**src/sv/mbpu_pkg.sv**
```systemverilog
// Shared types and constants for the 1-bit bitmap pixel unpacker.
`default_nettype none

package mbpu_pkg;

  // Field widths fixed by the stream format
  localparam int unsigned BYTE_W = 8;
  localparam int unsigned PIX_W  = 16;
  localparam int unsigned NPIX_W = 4;

  // One pixel-data byte with everything the back end needs to expand it
  typedef struct packed {
    logic [BYTE_W-1:0] data;   // pixel bits, MSB first
    logic [PIX_W-1:0]  col;    // column of the first pixel
    logic [PIX_W-1:0]  yoff;   // height - 1 - row, before the origin is added
    logic [NPIX_W-1:0] npix;   // pixels to emit, 1..8
    logic              done;   // last pixel of this byte ends the image
  } mbpu_entry_t;

endpackage

`default_nettype wire

```
**src/sv/mbpu_front.sv**
```systemverilog
// Front end: header parsing, padding skip and per-byte pixel classification.
`default_nettype none

module mbpu_front (
  input  wire                  clk,
  input  wire                  rst_n,
  input  wire                  in_tvalid,
  output logic                 in_tready,
  input  wire  [7:0]           in_tdata,   // [7:0] data_byte
  input  wire                  in_tuser,   // [0] file_start
  input  wire                  q_full,
  output logic                 q_push,
  output mbpu_pkg::mbpu_entry_t q_entry
);

  // Header byte positions (little-endian, low 16 bits of each field used)
  localparam logic [15:0] POS_OFF_LO = 16'd10;
  localparam logic [15:0] POS_OFF_HI = 16'd11;
  localparam logic [15:0] POS_WID_LO = 16'd18;
  localparam logic [15:0] POS_WID_HI = 16'd19;
  localparam logic [15:0] POS_HGT_LO = 16'd22;
  localparam logic [15:0] POS_HGT_HI = 16'd23;
  localparam logic [15:0] HEADER_END = 16'd26;
  localparam logic [15:0] BYTE_PIX   = 16'd8;

  logic [15:0] pos_r, pos_nxt;
  logic [15:0] off_r, off_nxt;
  logic [15:0] wid_r, wid_nxt;
  logic [15:0] hgt_r, hgt_nxt;
  logic [15:0] col_r, col_nxt;
  logic [15:0] row_r, row_nxt;
  logic [1:0]  pad_r, pad_nxt;
  logic        fin_r, fin_nxt;

  logic        accept;
  logic        emit;
  logic [15:0] pos_e, off_e, wid_e, hgt_e, col_e, row_e;
  logic [1:0]  pad_e;
  logic        fin_e;
  logic [15:0] data_start;
  logic [15:0] remain;
  logic        row_end;
  logic [16:0] row_inc;
  logic [15:0] wid_round;
  logic [1:0]  pad_calc;

  assign in_tready = !q_full;
  assign accept    = in_tvalid && in_tready;

  // Classify the byte and work out the next parse state
  always_comb begin
    // file start clears the parse state and takes this byte as byte 0
    pos_e = in_tuser ? '0 : pos_r;
    off_e = in_tuser ? '0 : off_r;
    wid_e = in_tuser ? '0 : wid_r;
    hgt_e = in_tuser ? '0 : hgt_r;
    col_e = in_tuser ? '0 : col_r;
    row_e = in_tuser ? '0 : row_r;
    pad_e = in_tuser ? '0 : pad_r;
    fin_e = in_tuser ? 1'b0 : fin_r;

    // header capture
    if (pos_e == POS_OFF_LO) off_e = {off_e[15:8], in_tdata};
    if (pos_e == POS_OFF_HI) off_e = {in_tdata, off_e[7:0]};
    if (pos_e == POS_WID_LO) wid_e = {wid_e[15:8], in_tdata};
    if (pos_e == POS_WID_HI) wid_e = {in_tdata, wid_e[7:0]};
    if (pos_e == POS_HGT_LO) hgt_e = {hgt_e[15:8], in_tdata};
    if (pos_e == POS_HGT_HI) hgt_e = {in_tdata, hgt_e[7:0]};

    data_start = (off_e < HEADER_END) ? HEADER_END : off_e;
    remain     = wid_e - col_e;
    row_end    = (remain <= BYTE_PIX);
    row_inc    = {1'b0, row_e} + 17'd1;
    // rows are padded to 4 bytes: pad = -ceil(width/8) mod 4
    wid_round  = wid_e + 16'd7;
    pad_calc   = 2'd0 - wid_round[4:3];

    pos_nxt = pos_e;
    off_nxt = off_e;
    wid_nxt = wid_e;
    hgt_nxt = hgt_e;
    col_nxt = col_e;
    row_nxt = row_e;
    pad_nxt = pad_e;
    fin_nxt = fin_e;
    emit    = 1'b0;

    if (!fin_e) begin
      if (pos_e < data_start) begin
        // position never passes the data start, so no saturation needed
        pos_nxt = pos_e + 16'd1;
      end else if (wid_e == '0 || hgt_e == '0) begin
        fin_nxt = 1'b1;
      end else if (pad_e != '0) begin
        pad_nxt = pad_e - 2'd1;
      end else begin
        emit = 1'b1;
        if (row_end) begin
          col_nxt = '0;
          row_nxt = row_inc[15:0];
          pad_nxt = pad_calc;
          fin_nxt = (row_inc >= {1'b0, hgt_e});
        end else begin
          col_nxt = col_e + BYTE_PIX;
        end
      end
    end
  end

  // Queue entry for a pixel byte
  always_comb begin
    q_push       = accept && emit;
    q_entry.data = in_tdata;
    q_entry.col  = col_e;
    q_entry.yoff = hgt_e - 16'd1 - row_e;
    q_entry.npix = row_end ? remain[mbpu_pkg::NPIX_W-1:0] : BYTE_PIX[mbpu_pkg::NPIX_W-1:0];
    q_entry.done = row_end && (row_inc >= {1'b0, hgt_e});
  end

  // Parse state registers
  always_ff @(posedge clk) begin
    if (!rst_n) begin
      pos_r <= '0;
      off_r <= '0;
      wid_r <= '0;
      hgt_r <= '0;
      col_r <= '0;
      row_r <= '0;
      pad_r <= '0;
      fin_r <= 1'b1;
    end else if (accept) begin
      pos_r <= pos_nxt;
      off_r <= off_nxt;
      wid_r <= wid_nxt;
      hgt_r <= hgt_nxt;
      col_r <= col_nxt;
      row_r <= row_nxt;
      pad_r <= pad_nxt;
      fin_r <= fin_nxt;
    end
  end

endmodule

`default_nettype wire

```
**src/sv/mbpu_queue.sv**
```systemverilog
// Small queue of classified pixel bytes between front and back end.
`default_nettype none

module mbpu_queue #(
  parameter int unsigned DEPTH = 2
) (
  input  wire                   clk,
  input  wire                   rst_n,
  input  wire                   push,
  input  mbpu_pkg::mbpu_entry_t  push_entry,
  output logic                  full,
  output logic                  not_empty,
  input  wire                   pop,
  output mbpu_pkg::mbpu_entry_t  pop_entry
);

  localparam int unsigned PTR_W = $clog2(DEPTH);
  localparam int unsigned CNT_W = $clog2(DEPTH + 1);
  localparam logic [PTR_W-1:0] PTR_LAST = PTR_W'(DEPTH - 1);
  localparam logic [CNT_W-1:0] CNT_FULL = CNT_W'(DEPTH);

  mbpu_pkg::mbpu_entry_t mem_r [DEPTH];
  logic [PTR_W-1:0] wr_ptr_r;
  logic [PTR_W-1:0] rd_ptr_r;
  logic [CNT_W-1:0] cnt_r;

  assign full      = (cnt_r == CNT_FULL);
  assign not_empty = (cnt_r != '0);
  assign pop_entry = mem_r[rd_ptr_r];

  // Storage
  always_ff @(posedge clk) begin
    if (push) begin
      mem_r[wr_ptr_r] <= push_entry;
    end
  end

  // Pointers and fill count
  always_ff @(posedge clk) begin
    if (!rst_n) begin
      wr_ptr_r <= '0;
      rd_ptr_r <= '0;
      cnt_r    <= '0;
    end else begin
      if (push) wr_ptr_r <= (wr_ptr_r == PTR_LAST) ? '0 : wr_ptr_r + PTR_W'(1);
      if (pop)  rd_ptr_r <= (rd_ptr_r == PTR_LAST) ? '0 : rd_ptr_r + PTR_W'(1);
      if (push && !pop)      cnt_r <= cnt_r + CNT_W'(1);
      else if (pop && !push) cnt_r <= cnt_r - CNT_W'(1);
    end
  end

`ifndef NO_ASSERTIONS
  a_no_overflow: assert property (@(posedge clk) disable iff (!rst_n)
    full && !pop |-> !push)
    else $error("queue push while full");
  a_no_underflow: assert property (@(posedge clk) disable iff (!rst_n)
    pop |-> not_empty)
    else $error("queue pop while empty");
`endif

endmodule

`default_nettype wire

```
**src/sv/mbpu_back.sv**
```systemverilog
// Back end: expands a pixel byte into one coordinate result per cycle while out_tready does not stall the output.
`default_nettype none

module mbpu_back #(
  parameter int unsigned COORD_BITS = 16
) (
  input  wire                   clk,
  input  wire                   rst_n,
  input  wire  [15:0]           origin_x,
  input  wire  [15:0]           origin_y,
  input  wire                   q_valid,
  input  mbpu_pkg::mbpu_entry_t  q_entry,
  output logic                  q_pop,
  output logic                  out_tvalid,
  input  wire                   out_tready,
  output logic [39:0]           out_tdata,  // [15:0] pixel_x, [31:16] pixel_y, [32] pixel_on
  output logic                  out_tlast,  // last_of_byte
  output logic                  out_tuser   // [0] image_done
);

  localparam int unsigned PW = mbpu_pkg::PIX_W;
  localparam int unsigned NW = mbpu_pkg::NPIX_W;

  // Working byte
  logic                  w_valid_r;
  logic [7:0]            w_data_r;
  logic [COORD_BITS-1:0] w_col_r;
  logic [COORD_BITS-1:0] w_yoff_r;
  logic [NW-1:0]         w_rem_r;
  logic                  w_done_r;

  // Output register
  logic                  out_valid_r;
  logic [COORD_BITS-1:0] px_r;
  logic [COORD_BITS-1:0] py_r;
  logic                  on_r;
  logic                  last_r;
  logic                  done_r;

  logic advance;
  logic w_last;

  assign advance = w_valid_r && (!out_valid_r || out_tready);
  assign w_last  = (w_rem_r == NW'(1));
  assign q_pop   = q_valid && (!w_valid_r || (advance && w_last));

  // Working byte: load from queue, or shift one pixel out
  always_ff @(posedge clk) begin
    if (!rst_n) begin
      w_valid_r <= 1'b0;
    end else if (q_pop) begin
      w_valid_r <= 1'b1;
      w_data_r  <= q_entry.data;
      w_col_r   <= q_entry.col[COORD_BITS-1:0];
      w_yoff_r  <= q_entry.yoff[COORD_BITS-1:0];
      w_rem_r   <= q_entry.npix;
      w_done_r  <= q_entry.done;
    end else if (advance) begin
      w_data_r <= {w_data_r[6:0], 1'b0};
      w_col_r  <= w_col_r + COORD_BITS'(1);
      w_rem_r  <= w_rem_r - NW'(1);
      if (w_last) w_valid_r <= 1'b0;
    end
  end

  // Output register: coordinates wrap at COORD_BITS
  always_ff @(posedge clk) begin
    if (!rst_n) begin
      out_valid_r <= 1'b0;
    end else if (advance) begin
      out_valid_r <= 1'b1;
      px_r        <= origin_x[COORD_BITS-1:0] + w_col_r;
      py_r        <= origin_y[COORD_BITS-1:0] + w_yoff_r;
      on_r        <= w_data_r[7];
      last_r      <= w_last;
      done_r      <= w_last && w_done_r;
    end else if (out_tready) begin
      out_valid_r <= 1'b0;
    end
  end

  assign out_tvalid = out_valid_r;
  assign out_tdata  = {7'd0, on_r, PW'(py_r), PW'(px_r)};
  assign out_tlast  = last_r;
  assign out_tuser  = done_r;

`ifndef NO_ASSERTIONS
  a_rem_nonzero: assert property (@(posedge clk) disable iff (!rst_n)
    w_valid_r |-> (w_rem_r != '0) && (w_rem_r <= NW'(8)))
    else $error("working byte holds a bad pixel count");
  a_done_is_last: assert property (@(posedge clk) disable iff (!rst_n)
    out_valid_r && done_r |-> last_r)
    else $error("image end not on the last pixel of a byte");
`endif

endmodule

`default_nettype wire

```
**src/sv/mono_bmp_pixel_unpacker.sv**
```systemverilog
// Path: a byte's first pixel is registered in the queue, then in the back end's
// working byte, then in its output register. Header, padding and ignored bytes
// are taken whenever the queue is not full; pixel bytes are paced by the back end
// emitting one pixel per cycle while out_tready allows; the queue lets input run ahead.
// Reset (rst_n, synchronous, active low): origins 0, queue empty, parser idle
// until a byte with file_start set.
`default_nettype none

module mono_bmp_pixel_unpacker #(
  parameter int unsigned COORD_BITS  = 16,
  parameter int unsigned QUEUE_DEPTH = 2
) (
  input  wire         clk,
  input  wire         rst_n,
  input  wire         in_tvalid,
  output logic        in_tready,
  input  wire  [7:0]  in_tdata,   // [7:0] data_byte
  input  wire         in_tuser,   // [0] file_start
  output logic        out_tvalid,
  input  wire         out_tready,
  output logic [39:0] out_tdata,  // [15:0] pixel_x, [31:16] pixel_y, [32] pixel_on
  output logic        out_tlast,  // last_of_byte
  output logic        out_tuser,  // [0] image_done
  input  wire         cfg_we,
  input  wire         cfg_addr,
  input  wire  [15:0] cfg_wdata
);

  localparam logic CFG_ORIGIN_X = 1'b0;
  localparam logic CFG_ORIGIN_Y = 1'b1;

  logic [15:0] origin_x_r;
  logic [15:0] origin_y_r;

  logic                  q_full;
  logic                  q_push;
  logic                  q_valid;
  logic                  q_pop;
  mbpu_pkg::mbpu_entry_t push_entry;
  mbpu_pkg::mbpu_entry_t pop_entry;

  // Configuration registers
  always_ff @(posedge clk) begin
    if (!rst_n) begin
      origin_x_r <= '0;
      origin_y_r <= '0;
    end else if (cfg_we) begin
      case (cfg_addr)
        CFG_ORIGIN_X: origin_x_r <= cfg_wdata;
        CFG_ORIGIN_Y: origin_y_r <= cfg_wdata;
        default: ;
      endcase
    end
  end

  mbpu_front u_front (
    .clk       (clk),
    .rst_n     (rst_n),
    .in_tvalid (in_tvalid),
    .in_tready (in_tready),
    .in_tdata  (in_tdata),
    .in_tuser  (in_tuser),
    .q_full    (q_full),
    .q_push    (q_push),
    .q_entry   (push_entry)
  );

  mbpu_queue #(
    .DEPTH (QUEUE_DEPTH)
  ) u_queue (
    .clk        (clk),
    .rst_n      (rst_n),
    .push       (q_push),
    .push_entry (push_entry),
    .full       (q_full),
    .not_empty  (q_valid),
    .pop        (q_pop),
    .pop_entry  (pop_entry)
  );

  mbpu_back #(
    .COORD_BITS (COORD_BITS)
  ) u_back (
    .clk        (clk),
    .rst_n      (rst_n),
    .origin_x   (origin_x_r),
    .origin_y   (origin_y_r),
    .q_valid    (q_valid),
    .q_entry    (pop_entry),
    .q_pop      (q_pop),
    .out_tvalid (out_tvalid),
    .out_tready (out_tready),
    .out_tdata  (out_tdata),
    .out_tlast  (out_tlast),
    .out_tuser  (out_tuser)
  );

endmodule

`default_nettype wire
```
**config.mk**
```make
export PLATFORM = sky130hd
export DESIGN_NAME = mono_bmp_pixel_unpacker
export DESIGN_NICKNAME = d
export VERILOG_FILES = /design/src/sv/mbpu_pkg.sv /design/src/sv/mbpu_front.sv /design/src/sv/mbpu_queue.sv /design/src/sv/mbpu_back.sv /design/src/sv/mono_bmp_pixel_unpacker.sv
export SDC_FILE = /design/constraint.sdc
export NUM_CORES = 1
export LEC_CHECK = 0
export BUFFER_PORTS_ARGS = -buffer_cell sky130_fd_sc_hd__buf_2
export CELL_PAD_IN_SITES_DETAIL_PLACEMENT = 0
export CELL_PAD_IN_SITES_GLOBAL_PLACEMENT = 2
export CORE_MARGIN = 2
export CORE_UTILIZATION = 44
export DETAILED_ROUTE_END_ITERATION = 8
export GPL_TIMING_DRIVEN = 0
export HOLD_SLACK_MARGIN = 0.05
export PLACE_DENSITY = 0.88
export SLEW_MARGIN = 20
export SYNTH_ARGS = -nofsm -noshare
export SYNTH_HDL_FRONTEND = slang
export SYNTH_HIERARCHICAL = 1
export SYNTH_SLANG_ARGS = --single-unit
```
**constraint.sdc**
```tcl
create_clock -name clk -period 20.9 [get_ports clk]
set_input_delay 4.18 -clock clk [delete_from_list [all_inputs] [get_ports clk]]
set_output_delay 4.18 -clock clk [all_outputs]
set_load 0.01 [all_outputs]
```
==> impl_metrics.py, run 1 <==
metrics = {
    "cts": {
        "cts_buffers": 36,
        "hold_buffers": 0,
        "cts_tree": "built",
        "insertion_delay_ns": 0.56,
        "post_cts_buffers": 0,
        "ctsResizeCount": 0,
        "clock_path_buffers": 3,
        "h-tree-depth": 2,
        "cts-root-buf": "clkbuf_16",
        "clock-sinks": 308,
        "clk_pin_slew_worst_paths_ns": 0.06,
    },
    "die": {
        "dieArea_um2": 41960,
        "fp.dieW_um": 204.8,
        "fp.coreArea_um2": 39730,
        "ioPinCount": 75,
        "rows": 73,
        "die_h_um": 204.8,
        "start_util_pct": 44.67,
    },
    "detailed_routing": {
        "drtPass1Iterations": 5,
        "first_iter_violations": 963,
        "wl_per_cell_um": 20.24,
        "drc": 0,
        "wl_um": 50460,
        "viasPerCell": 5.682,
        "detail-route-antenna-nets": 0,
        "routed-via-count": 14166,
    },
    "placed_design": {
        "numPortBuffers": 60,
        "gp_congestion": 0.8783,
        "placed_area_um2": 18830,
        "dpl.hpwl_um": 37620,
    },
    "synthesis": {
        "synth_area_leaders": "edfxtp_1 (29%), dfxtp_1 (16%), ha_1 (6.9%)",
        "synth-async-reset-ratio_pct": 0,
        "yosys-top-cells-count": "nand2_1 (227), edfxtp_1 (170), dfxtp_1 (138)",
        "synth.distinct_cells": 93,
        "synth_top_area_share_pct": 28.76,
        "yosysTopAreaCell": "edfxtp_1",
        "syn-mean-instance-area_um2": 9.693,
        "ys_warn_count": 6,
        "synth_edf_count": 170,
        "ys_ff_latch": 308,
        "synth_flop_cell": "edfxtp_1",
        "synth_most_common_cell": "nand2_1",
        "syn_area_um2": 17750,
        "synth-seq-area-share_pct": 44.33,
        "syn_inst": 1831,
    },
    "pwr": {
        "vdd_drop_max_mv": 0.05192,
        "powerDensity_nw_per_um2": 97.13,
        "p_leak_nw": 7.994,
    },
    "cells_and_area": {
        "largest_reg_flops": 90,
        "area_delta_synth_final_pct": 12.96,
        "regMostFlops": "u_queue/mem_r",
        "drive_above_1_share_pct": 12.55,
        "antenna_cells": 0,
        "stdcell_area_um2": 20050,
        "fill_cells": 3727,
        "nets": 2072,
    },
    "job": {
        "drv_cap": 0,
    },
    "timing": {
        "tns_ns": 0,
        "final_max_slew_viol_count": 0,
        "fmax_ghz": 0.08363,
        "setup_violations": 0,
        "fin_crit_sh_pct": 57.21,
        "slew_headroom_pct": 23.06,
        "tightest_slew_ns": 1.145,
        "fin_skew_ns": 0.02069,
        "period_needed_ns": 11.96,
        "finalHoldViolCount": 0,
        "rsz0062_at_grt": "false",
    },
    "critical_path": {
        "worstSetupPathType": "primary input to register",
        "endpoint_kind": "register",
        "crit_required_ns": 21.14,
        "crit_path_max_fanout": 27,
        "cp.arrival_ns": 12.20,
        "start_kind": "primary input",
    },
    "global_routing": {
        "overflow": 0,
        "grt_pass1_vias": 13732,
        "antenna_found_initial": 1,
        "grt_max_degree": 35,
        "track_usage_pct": 24.17,
        "grt_pass1_wl_um": 78550,
    },
    "run_status": {
        "status": "finished clean",
    },
    "hold_path": {
        "hold_class": "register to register",
    },
}
==> where the power goes <==
group	total, W	internal, W	switching (W)	leakage, nW
logic	0.000504	0.000200	0.000304	4.73
clock network	0.000645	0.000383	0.000261	0.595
registers	0.000798	0.000749	0.0000486	2.67
==> path summary, 6_finish.rpt <==
path	from	to	slack (ns)	cells after the start
max	in_tuser	u_queue/mem_r[0][6]$_DFFE_PP_	8.94	23
min	u_back/w_data_r[7]$_DFFE_PP_	u_back/on_r$_DFFE_PP_	0.43	0
max reg2reg	u_front/pos_r[7]$_SDFFE_PN0P_	u_front/row_r[14]$_SDFFE_PN0P_	14.47	21
min reg2reg	u_back/w_data_r[7]$_DFFE_PP_	u_back/on_r$_DFFE_PP_	0.43	0
==> metrics by stage <==
step / hold slack [ns] / utilization, % / power (W) / std cells / worst slack (ns)
after floorplan: 0.4003 / - / 0.001163 / 1837 / 9.765
after CTS: 0.4434 / 50.44 / 0.001962 / 2493 / 9.109
after detailed placement: 0.4289 / 47.38 / 0.001310 / 2427 / 8.529
after global placement: 0.4033 / 47.13 / 0.001298 / 2422 / 6.195
after global routing: 0.4503 / 50.46 / 0.002049 / 2493 / 8.587
final: 0.4344 / 50.46 / 0.001947 / 2493 / 8.942
==> metal layers <==
metal | part of all wire, % | global-route usage (%)
met5 | 0 | 0
met4 | 2.6 | 8.075
met3 | 5.0 | 3.198
met2 | 48 | 40.59
met1 | 45 | 32.10
==> cells in the final DEF (no fill, tap or decap), drive strengths merged, types with 11 or more instances in the layout <==
cell	instances
xnor2	65
a211oi	42
nor2	130
and2	19
nand2	228
dfxtp	138
nand4	22
o21ai	75
xor2	31
buf	108
and3	38
nor4	21
mux2	47
a21oi	119
a22oi	12
mux2i	46
clkbuf	109
nand3	55
or4	11
nor2b	40
edfxtp	170
nor3	29
a21o	50
inv	72
ha	98
nand2b	11
o21a	16
nor3b	26
==> cell type report <==
cell class / instances / area [µm²] / area share [%]
inverters: 71 / 266.5 / 1.329
clock buffers: 50 / 1023 / 5.105
flip-flops and latches: 308 / 7868 / 39.25
repair buffers: 65 / 380.4 / 1.897
plain buffers: 102 / 533.0 / 2.659
multi-input cells: 1356 / 9126 / 45.52
well taps: 525 / 656.9 / 3.277
clock inverters: 16 / 192.7 / 0.9612
==> critical path, cell delays in order <==
cell and delay (ns):
buf_2 0.22, buf_1 0.49, buf_1 0.78, buf_1 0.59, buf_1 0.53, clkbuf_1 0.59, nor2b_1 0.17, ha_1 0.26
nor4b_1 0.18, o2111ai_1 0.38, mux2i_1 0.47, o211ai_1 0.18, nor2_1 0.22, a211oi_1 0.10, ha_1 0.35, nand4_1 0.09
nor3_1 0.22, and4_1 0.23, a2111o_1 0.31, nand3_1 0.38, inv_1 0.34, nor2b_4 0.61, buf_12 0.27
==> cell families (layout without fill, tap and decap cells) <==
group | count (synthesis) | count (layout) | share of synthesized area (%)
XOR/XNOR | 96 | 96 | 4.780
other | 1 | 7 | 0.02113
buffers and inverters | 173 | 304 | 4.505
AND/OR/NAND/NOR | 662 | 662 | 18.77
flip-flops | 308 | 308 | 44.33
multiplexers | 93 | 93 | 5.598
adder cells (fa/ha/maj) | 101 | 101 | 7.248
AO/OA/AOI/OAI | 397 | 397 | 14.75
Note: power is estimated with default switching activity, not from simulation.
==> run 2: changes to the inputs <==
--- a/config.mk
+++ b/config.mk
@@ -9,11 +9,11 @@
 export CELL_PAD_IN_SITES_DETAIL_PLACEMENT = 0
 export CELL_PAD_IN_SITES_GLOBAL_PLACEMENT = 2
 export CORE_MARGIN = 2
-export CORE_UTILIZATION = 44
+export CORE_UTILIZATION = 41
 export DETAILED_ROUTE_END_ITERATION = 8
 export GPL_TIMING_DRIVEN = 0
 export HOLD_SLACK_MARGIN = 0.05
-export PLACE_DENSITY = 0.88
+export PLACE_DENSITY = 0.83
 export SLEW_MARGIN = 20
 export SYNTH_ARGS = -nofsm -noshare
 export SYNTH_HDL_FRONTEND = slang
==> constraint.sdc (replaced) <==
create_clock -name clk -period 11.8 [get_ports clk]
set_input_delay 2.36 -clock clk [delete_from_list [all_inputs] [get_ports clk]]
set_output_delay 2.36 -clock clk [all_outputs]
set_load 0.01 [all_outputs]
==> impl_metrics.py, run 2 (synthesized netlist as in run 1, its figures left out) <==
metrics = {
    "placed_design": {
        "dpl.hpwl_um": 37980,
        "numPlacedInstances": 2486,
        "numPortBuffers": 60,
        "gp_congestion": 0.9001,
    },
    "cts": {
        "h-tree-depth": 2,
        "post_cts_buffers": 0,
        "hold_buffers": 0,
        "cts_buffers": 36,
        "clock_path_buffers": 3,
        "insertion_delay_ns": 0.55,
        "clock-sinks": 308,
        "cts_tree": "built",
        "cts-root-buf": "clkbuf_16",
        "clk_pin_slew_worst_paths_ns": 0.06,
        "ctsResizeCount": 0,
    },
    "hold_path": {
        "hold_class": "register to register",
    },
    "timing": {
        "rsz0062_at_grt": "false",
        "setup_violations": 0,
        "fin_skew_ns": 0.01415,
        "tns_ns": 0,
        "slew_headroom_pct": 27.45,
        "final_max_slew_viol_count": 0,
        "tightest_slew_ns": 1.080,
        "fin_crit_sh_pct": 86.05,
        "fmax_ghz": 0.09848,
        "finalHoldViolCount": 0,
        "period_needed_ns": 10.15,
    },
    "cells_and_area": {
        "regMostFlops": "u_queue/mem_r",
        "largest_reg_flops": 90,
        "drive_above_1_share_pct": 12.16,
        "final_cell_mix": "nand2_1 (227), edfxtp_1 (170), dfxtp_1 (138)",
        "antenna_cells": 0,
        "area_delta_synth_final_pct": 13.00,
        "fill_cells": 4142,
        "final_common_cell": "nand2_1",
        "final_cells": 2550,
        "nets": 2071,
    },
    "critical_path": {
        "cp_common_cell": "buf_1",
        "crit_chain": "buf_2 > buf_1 > buf_1 > buf_1 > buf_1 > clkbuf_1 > nor2b_1 > ha_1 > nor4b_1 > o2111ai_1 > mux2i_1 > o211ai_1 > nor2_1 > a211oi_1 > ha_1 > nand4_1 > nor3_1 > and4_1 > a2111o_1 > nand3_1 > inv_1 > nor2b_4 > buf_12",
        "cpPeakStageDelay_ns": 0.75,
        "slowest_stage": "buf_1",
        "start_kind": "primary input",
        "crit_path_max_fanout": 26,
        "endpoint_kind": "register",
        "crit_required_ns": 12.04,
        "cp.arrival_ns": 10.40,
        "cp.buffers_inverters": 8,
        "worstSetupPathType": "primary input to register",
        "cp_top_family": "buffers and inverters",
    },
    "global_routing": {
        "antenna_found_initial": 0,
        "track_usage_pct": 22.99,
        "grt_pass1_vias": 13562,
        "grt_max_degree": 34,
        "grt_pass1_wl_um": 79090,
        "overflow": 0,
    },
    "job": {
        "drv_cap": 0,
    },
    "detailed_routing": {
        "routed-via-count": 13924,
        "first_iter_violations": 1021,
        "drtPass1Iterations": 5,
        "viasPerCell": 5.460,
        "detail-route-antenna-nets": 0,
        "wl_um": 50700,
        "drc": 0,
        "wl_per_cell_um": 19.88,
    },
    "pwr": {
        "powerDensity_nw_per_um2": 170.1,
        "p_leak_nw": 7.954,
        "vdd_drop_max_mv": 0.09099,
    },
    "die": {
        "fp.dieW_um": 212.1,
        "start_util_pct": 41.38,
        "fp.coreArea_um2": 42890,
        "rows": 76,
        "die_h_um": 212.1,
        "ioPinCount": 75,
        "dieArea_um2": 44970,
    },
    "run_status": {
        "status": "finished clean",
    },
}
[run 2: routing by layer]
metal  track usage [%]  vias up  routed length (µm)
met5                 0        -                   0
met2             37.87      345               23690
met1             30.62     6648               22860
li1                  -     6837                   -
met3             3.634       94                2521
met4             8.184        0                1630
[run 2: worst paths after layout]
check,to,cells after the start,slack (ns),from
worst max register to register,u_front/row_r[14]$_SDFFE_PN0P_,21,5.40,u_front/pos_r[7]$_SDFFE_PN0P_
worst min-delay path,u_back/on_r$_DFFE_PP_,0,0.42,u_back/w_data_r[7]$_DFFE_PP_
worst min register to register,u_back/on_r$_DFFE_PP_,0,0.42,u_back/w_data_r[7]$_DFFE_PP_
worst max-delay path,u_queue/mem_r[0][13]$_DFFE_PP_,23,1.65,in_tuser
[run 2: cell type report]
cell class / instances / area (µm²) / share of cell area (%)
inverter: 71 / 266.5 / 1.329
timing repair buffer: 64 / 375.4 / 1.872
tap: 585 / 732.0 / 3.650
buffer: 102 / 533.0 / 2.658
sequential: 308 / 7868 / 39.23
clock buffer: 49 / 989.7 / 4.935
clock inverter: 15 / 163.9 / 0.8173
multi-input combinational: 1356 / 9126 / 45.51
[run 2: worst register-to-register path: cells and delay by family (launching register included)]
| kind | cells | cell delay [ns] |
|---|---|---|
| compound gates | 9 | 2.14 |
| xor+xnor | 1 | 0.14 |
| fa+ha+maj | 1 | 0.40 |
| buf+inv | 3 | 0.55 |
| flops | 1 | 0.35 |
| simple gates | 7 | 2.74 |
[run 2: stage by stage]
stage / worst slack, ns / utilization [%] / power, W / hold WS, ns / area, µm²
3_5_place_dp: 1.232 / 44.06 / 0.002323 / 0.4066 / 18900
3_3_place_gp: -1.154 / 43.84 / 0.002305 / 0.4011 / 18800
5_1_grt: 1.206 / 46.76 / 0.003601 / 0.4268 / 20050
6_report: 1.646 / 46.76 / 0.003411 / 0.4182 / 20050
2_1_floorplan: 2.485 / - / 0.002059 / 0.4003 / 17770
4_1_cts: 1.772 / 46.75 / 0.003446 / 0.4212 / 20050
[run 2: power by group]
group          internal, W  leakage [nW]  total, W  switching, W
combinational     0.000354          4.71  0.000889      0.000535
sequential         0.00133          2.67   0.00141     0.0000874
clock             0.000655         0.567   0.00111      0.000452
total              0.00234          7.95   0.00341       0.00107
==> run 3: changes to the inputs <==
--- a/config.mk
+++ b/config.mk
@@ -5,11 +5,12 @@
 export SDC_FILE = /design/constraint.sdc
 export NUM_CORES = 1
 export LEC_CHECK = 0
+export ABC_AREA = 1
 export BUFFER_PORTS_ARGS = -buffer_cell sky130_fd_sc_hd__buf_2
 export CELL_PAD_IN_SITES_DETAIL_PLACEMENT = 0
 export CELL_PAD_IN_SITES_GLOBAL_PLACEMENT = 2
 export CORE_MARGIN = 2
-export CORE_UTILIZATION = 41
+export CORE_UTILIZATION = 38
 export DETAILED_ROUTE_END_ITERATION = 8
 export GPL_TIMING_DRIVEN = 0
 export HOLD_SLACK_MARGIN = 0.05
==> impl_metrics.py, run 3 <==
metrics = {
    "critical_path": {
        "r2r_cells": 29,
        "worstSetupPathType": "primary input to register",
        "slowest_stage": "a2111oi_1",
        "cpPeakStageDelay_ns": 0.79,
        "reg2reg_from": "u_front/pos_r[0]$_SDFFE_PN0P_",
        "r2r_end": "u_queue/mem_r[0][27]$_DFFE_PP_",
        "crit_required_ns": 12.19,
        "start_kind": "primary input",
        "cp_common_cell": "nand2_1",
        "crit_path_max_fanout": 10,
        "endpoint_kind": "register",
        "cp.arrival_ns": 8.84,
        "r2r_slack_ns": 6.46,
    },
    "die": {
        "die_h_um": 228.1,
        "ioPinCount": 75,
        "fp.coreArea_um2": 49860,
        "dieArea_um2": 52030,
        "fp.dieW_um": 228.1,
        "rows": 82,
        "start_util_pct": 38.27,
    },
    "hold_path": {
        "hold_depth": 0,
        "hp-start": "u_back/w_data_r[7]$_DFFE_PP_",
        "holdPathEnd": "u_back/on_r$_DFFE_PP_",
        "hold_class": "register to register",
    },
    "timing": {
        "fin_crit_sh_pct": 71.66,
        "fmax_ghz": 0.1183,
        "holdWs_ns": 0.4472,
        "tightest_slew_ns": 1.083,
        "layout_setup_ws_ns": 3.344,
        "fin_skew_ns": 0.02614,
        "finalHoldViolCount": 0,
        "setup_violations": 0,
        "final_max_slew_viol_count": 0,
        "rsz0062_at_grt": "false",
        "tns_ns": 0,
        "period_needed_ns": 8.456,
        "slew_headroom_pct": 27.53,
    },
    "cells_and_area": {
        "final_cell_mix": "nand2_1 (518), inv_1 (375), nor2_1 (265)",
        "drive_above_1_share_pct": 12.05,
        "regArea_um2": 7868,
        "fill_cells": 5102,
        "final_common_cell": "nand2_1",
        "regMostFlops": "u_queue/mem_r",
        "antenna_cells": 0,
        "nets": 2673,
        "multi_input_area_um2": 9231,
        "stdcell_area_um2": 21840,
        "largest_reg_flops": 90,
        "final_cells": 3244,
        "area_delta_synth_final_pct": 14.43,
    },
    "synthesis": {
        "synth_flop_cell": "edfxtp_1",
        "ys_warn_count": 6,
        "yosysTopAreaCell": "edfxtp_1",
        "synth_area_leaders": "edfxtp_1 (27%), dfxtp_1 (14%), nand2_1 (10%)",
        "synth_most_common_cell": "nand2_1",
        "syn-mean-instance-area_um2": 7.866,
        "syn_area_um2": 19080,
        "synth-seq-area-share_pct": 41.23,
        "syn_inst": 2426,
        "synth_top_area_share_pct": 26.75,
        "synth-async-reset-ratio_pct": 0,
        "ys_ff_latch": 308,
        "synth.distinct_cells": 56,
        "synth_edf_count": 170,
        "yosys-top-cells-count": "nand2_1 (518), inv_1 (376), nor2_1 (268)",
    },
    "detailed_routing": {
        "drc": 0,
        "wl_per_cell_um": 16.66,
        "detail-route-antenna-nets": 0,
        "wl_um": 54050,
        "viasPerCell": 4.923,
        "routed-via-count": 15970,
        "first_iter_violations": 1099,
        "drtPass1Iterations": 6,
    },
    "global_routing": {
        "antenna_found_initial": 0,
        "overflow": 0,
        "grt_pass1_vias": 15307,
        "grt_max_degree": 30,
        "track_usage_pct": 20.49,
        "grt_pass1_wl_um": 84010,
    },
    "pwr": {
        "powerDensity_nw_per_um2": 190.6,
        "vdd_drop_max_mv": 0.1176,
        "p_leak_nw": 10.14,
    },
    "job": {
        "drv_cap": 0,
    },
    "cts": {
        "ctsResizeCount": 0,
        "cts_buffers": 39,
        "h-tree-depth": 2,
        "clk_pin_slew_worst_paths_ns": 0.06,
        "hold_buffers": 0,
        "post_cts_buffers": 0,
        "clock_path_buffers": 3,
        "insertion_delay_ns": 0.56,
        "cts-root-buf": "clkbuf_16",
        "cts_tree": "built",
        "clock-sinks": 308,
    },
    "placed_design": {
        "numPlacedInstances": 3172,
        "place_ws_ns": 2.931,
        "placed_area_um2": 20390,
        "numPortBuffers": 64,
        "dpl.hpwl_um": 42140,
        "gp_congestion": 0.8640,
    },
    "run_status": {
        "status": "finished clean",
    },
}
## run 3: cells by family after synthesis
kind of cell,after synthesis,share of synthesized area (%)
AOI/OAI and AO/OA,327,9.435
xor gates and xnor gates,61,2.800
adders and majority gates,101,6.741
buffers and inverters,476,10.67
DFF,308,41.23
muxes,45,3.442
other,1,0.01965
and+or+nand+nor,1107,25.66
## run 3: cell type report
class / count / share of cell area, %
tap: 672 / 3.851
multi-input combinational: 1648 / 42.28
sequential: 308 / 36.03
buffer: 86 / 2.567
inverter: 390 / 6.756
clock buffer: 48 / 4.762
timing repair buffer: 68 / 1.902
clock inverter: 24 / 1.857
## run 3: stage by stage
stage / total power, W / utilization, %
6_report: 0.004162 / 43.79
5_1_grt: 0.004440 / 43.79
4_1_cts: 0.004210 / 43.79
3_5_place_dp: 0.002866 / 40.89
3_3_place_gp: 0.002833 / 40.64
2_1_floorplan: 0.002478 / -
## run 3: where the power goes
group | total (W) | leakage [nW] | switching (W) | internal [W]
clock | 0.00132 | 0.701 | 0.000491 | 0.000833
sequential | 0.00145 | 2.71 | 0.0000867 | 0.00136
combinational | 0.00139 | 6.73 | 0.000873 | 0.000519
total | 0.00416 | 10.1 | 0.00145 | 0.00271
## run 3: how the worst max path moves through the flow
stage / start / end / depth (start not counted)
floorplan: in_tuser / u_queue/mem_r[0][0]$_DFFE_PP_ / 29
global placement: in_tuser / u_queue/mem_r[0][32]$_DFFE_PP_ / 18
detailed placement: in_tuser / u_front/fin_r$_SDFFE_PN1P_ / 27
CTS: in_tuser / u_front/fin_r$_SDFFE_PN1P_ / 27
global route: in_tuser / u_front/fin_r$_SDFFE_PN1P_ / 27
finish: in_tuser / u_front/fin_r$_SDFFE_PN1P_ / 27
## run 3: worst max-delay path, delay by kind of cell
family	cells	cell delay, ns
simple gates	12	2.51
buf+inv	6	1.85
compound gates	6	1.34
fa+ha+maj	2	0.55
xor+xnor	1	0.18
## run 3: routing by layer
layer	wire length (µm)	GRT usage, %	vias up
met2	25420	35.29	372
met1	24500	26.08	7356
met3	2138	2.813	100
li1	-	-	8142
met5	0	0	-
met4	1997	7.741	0
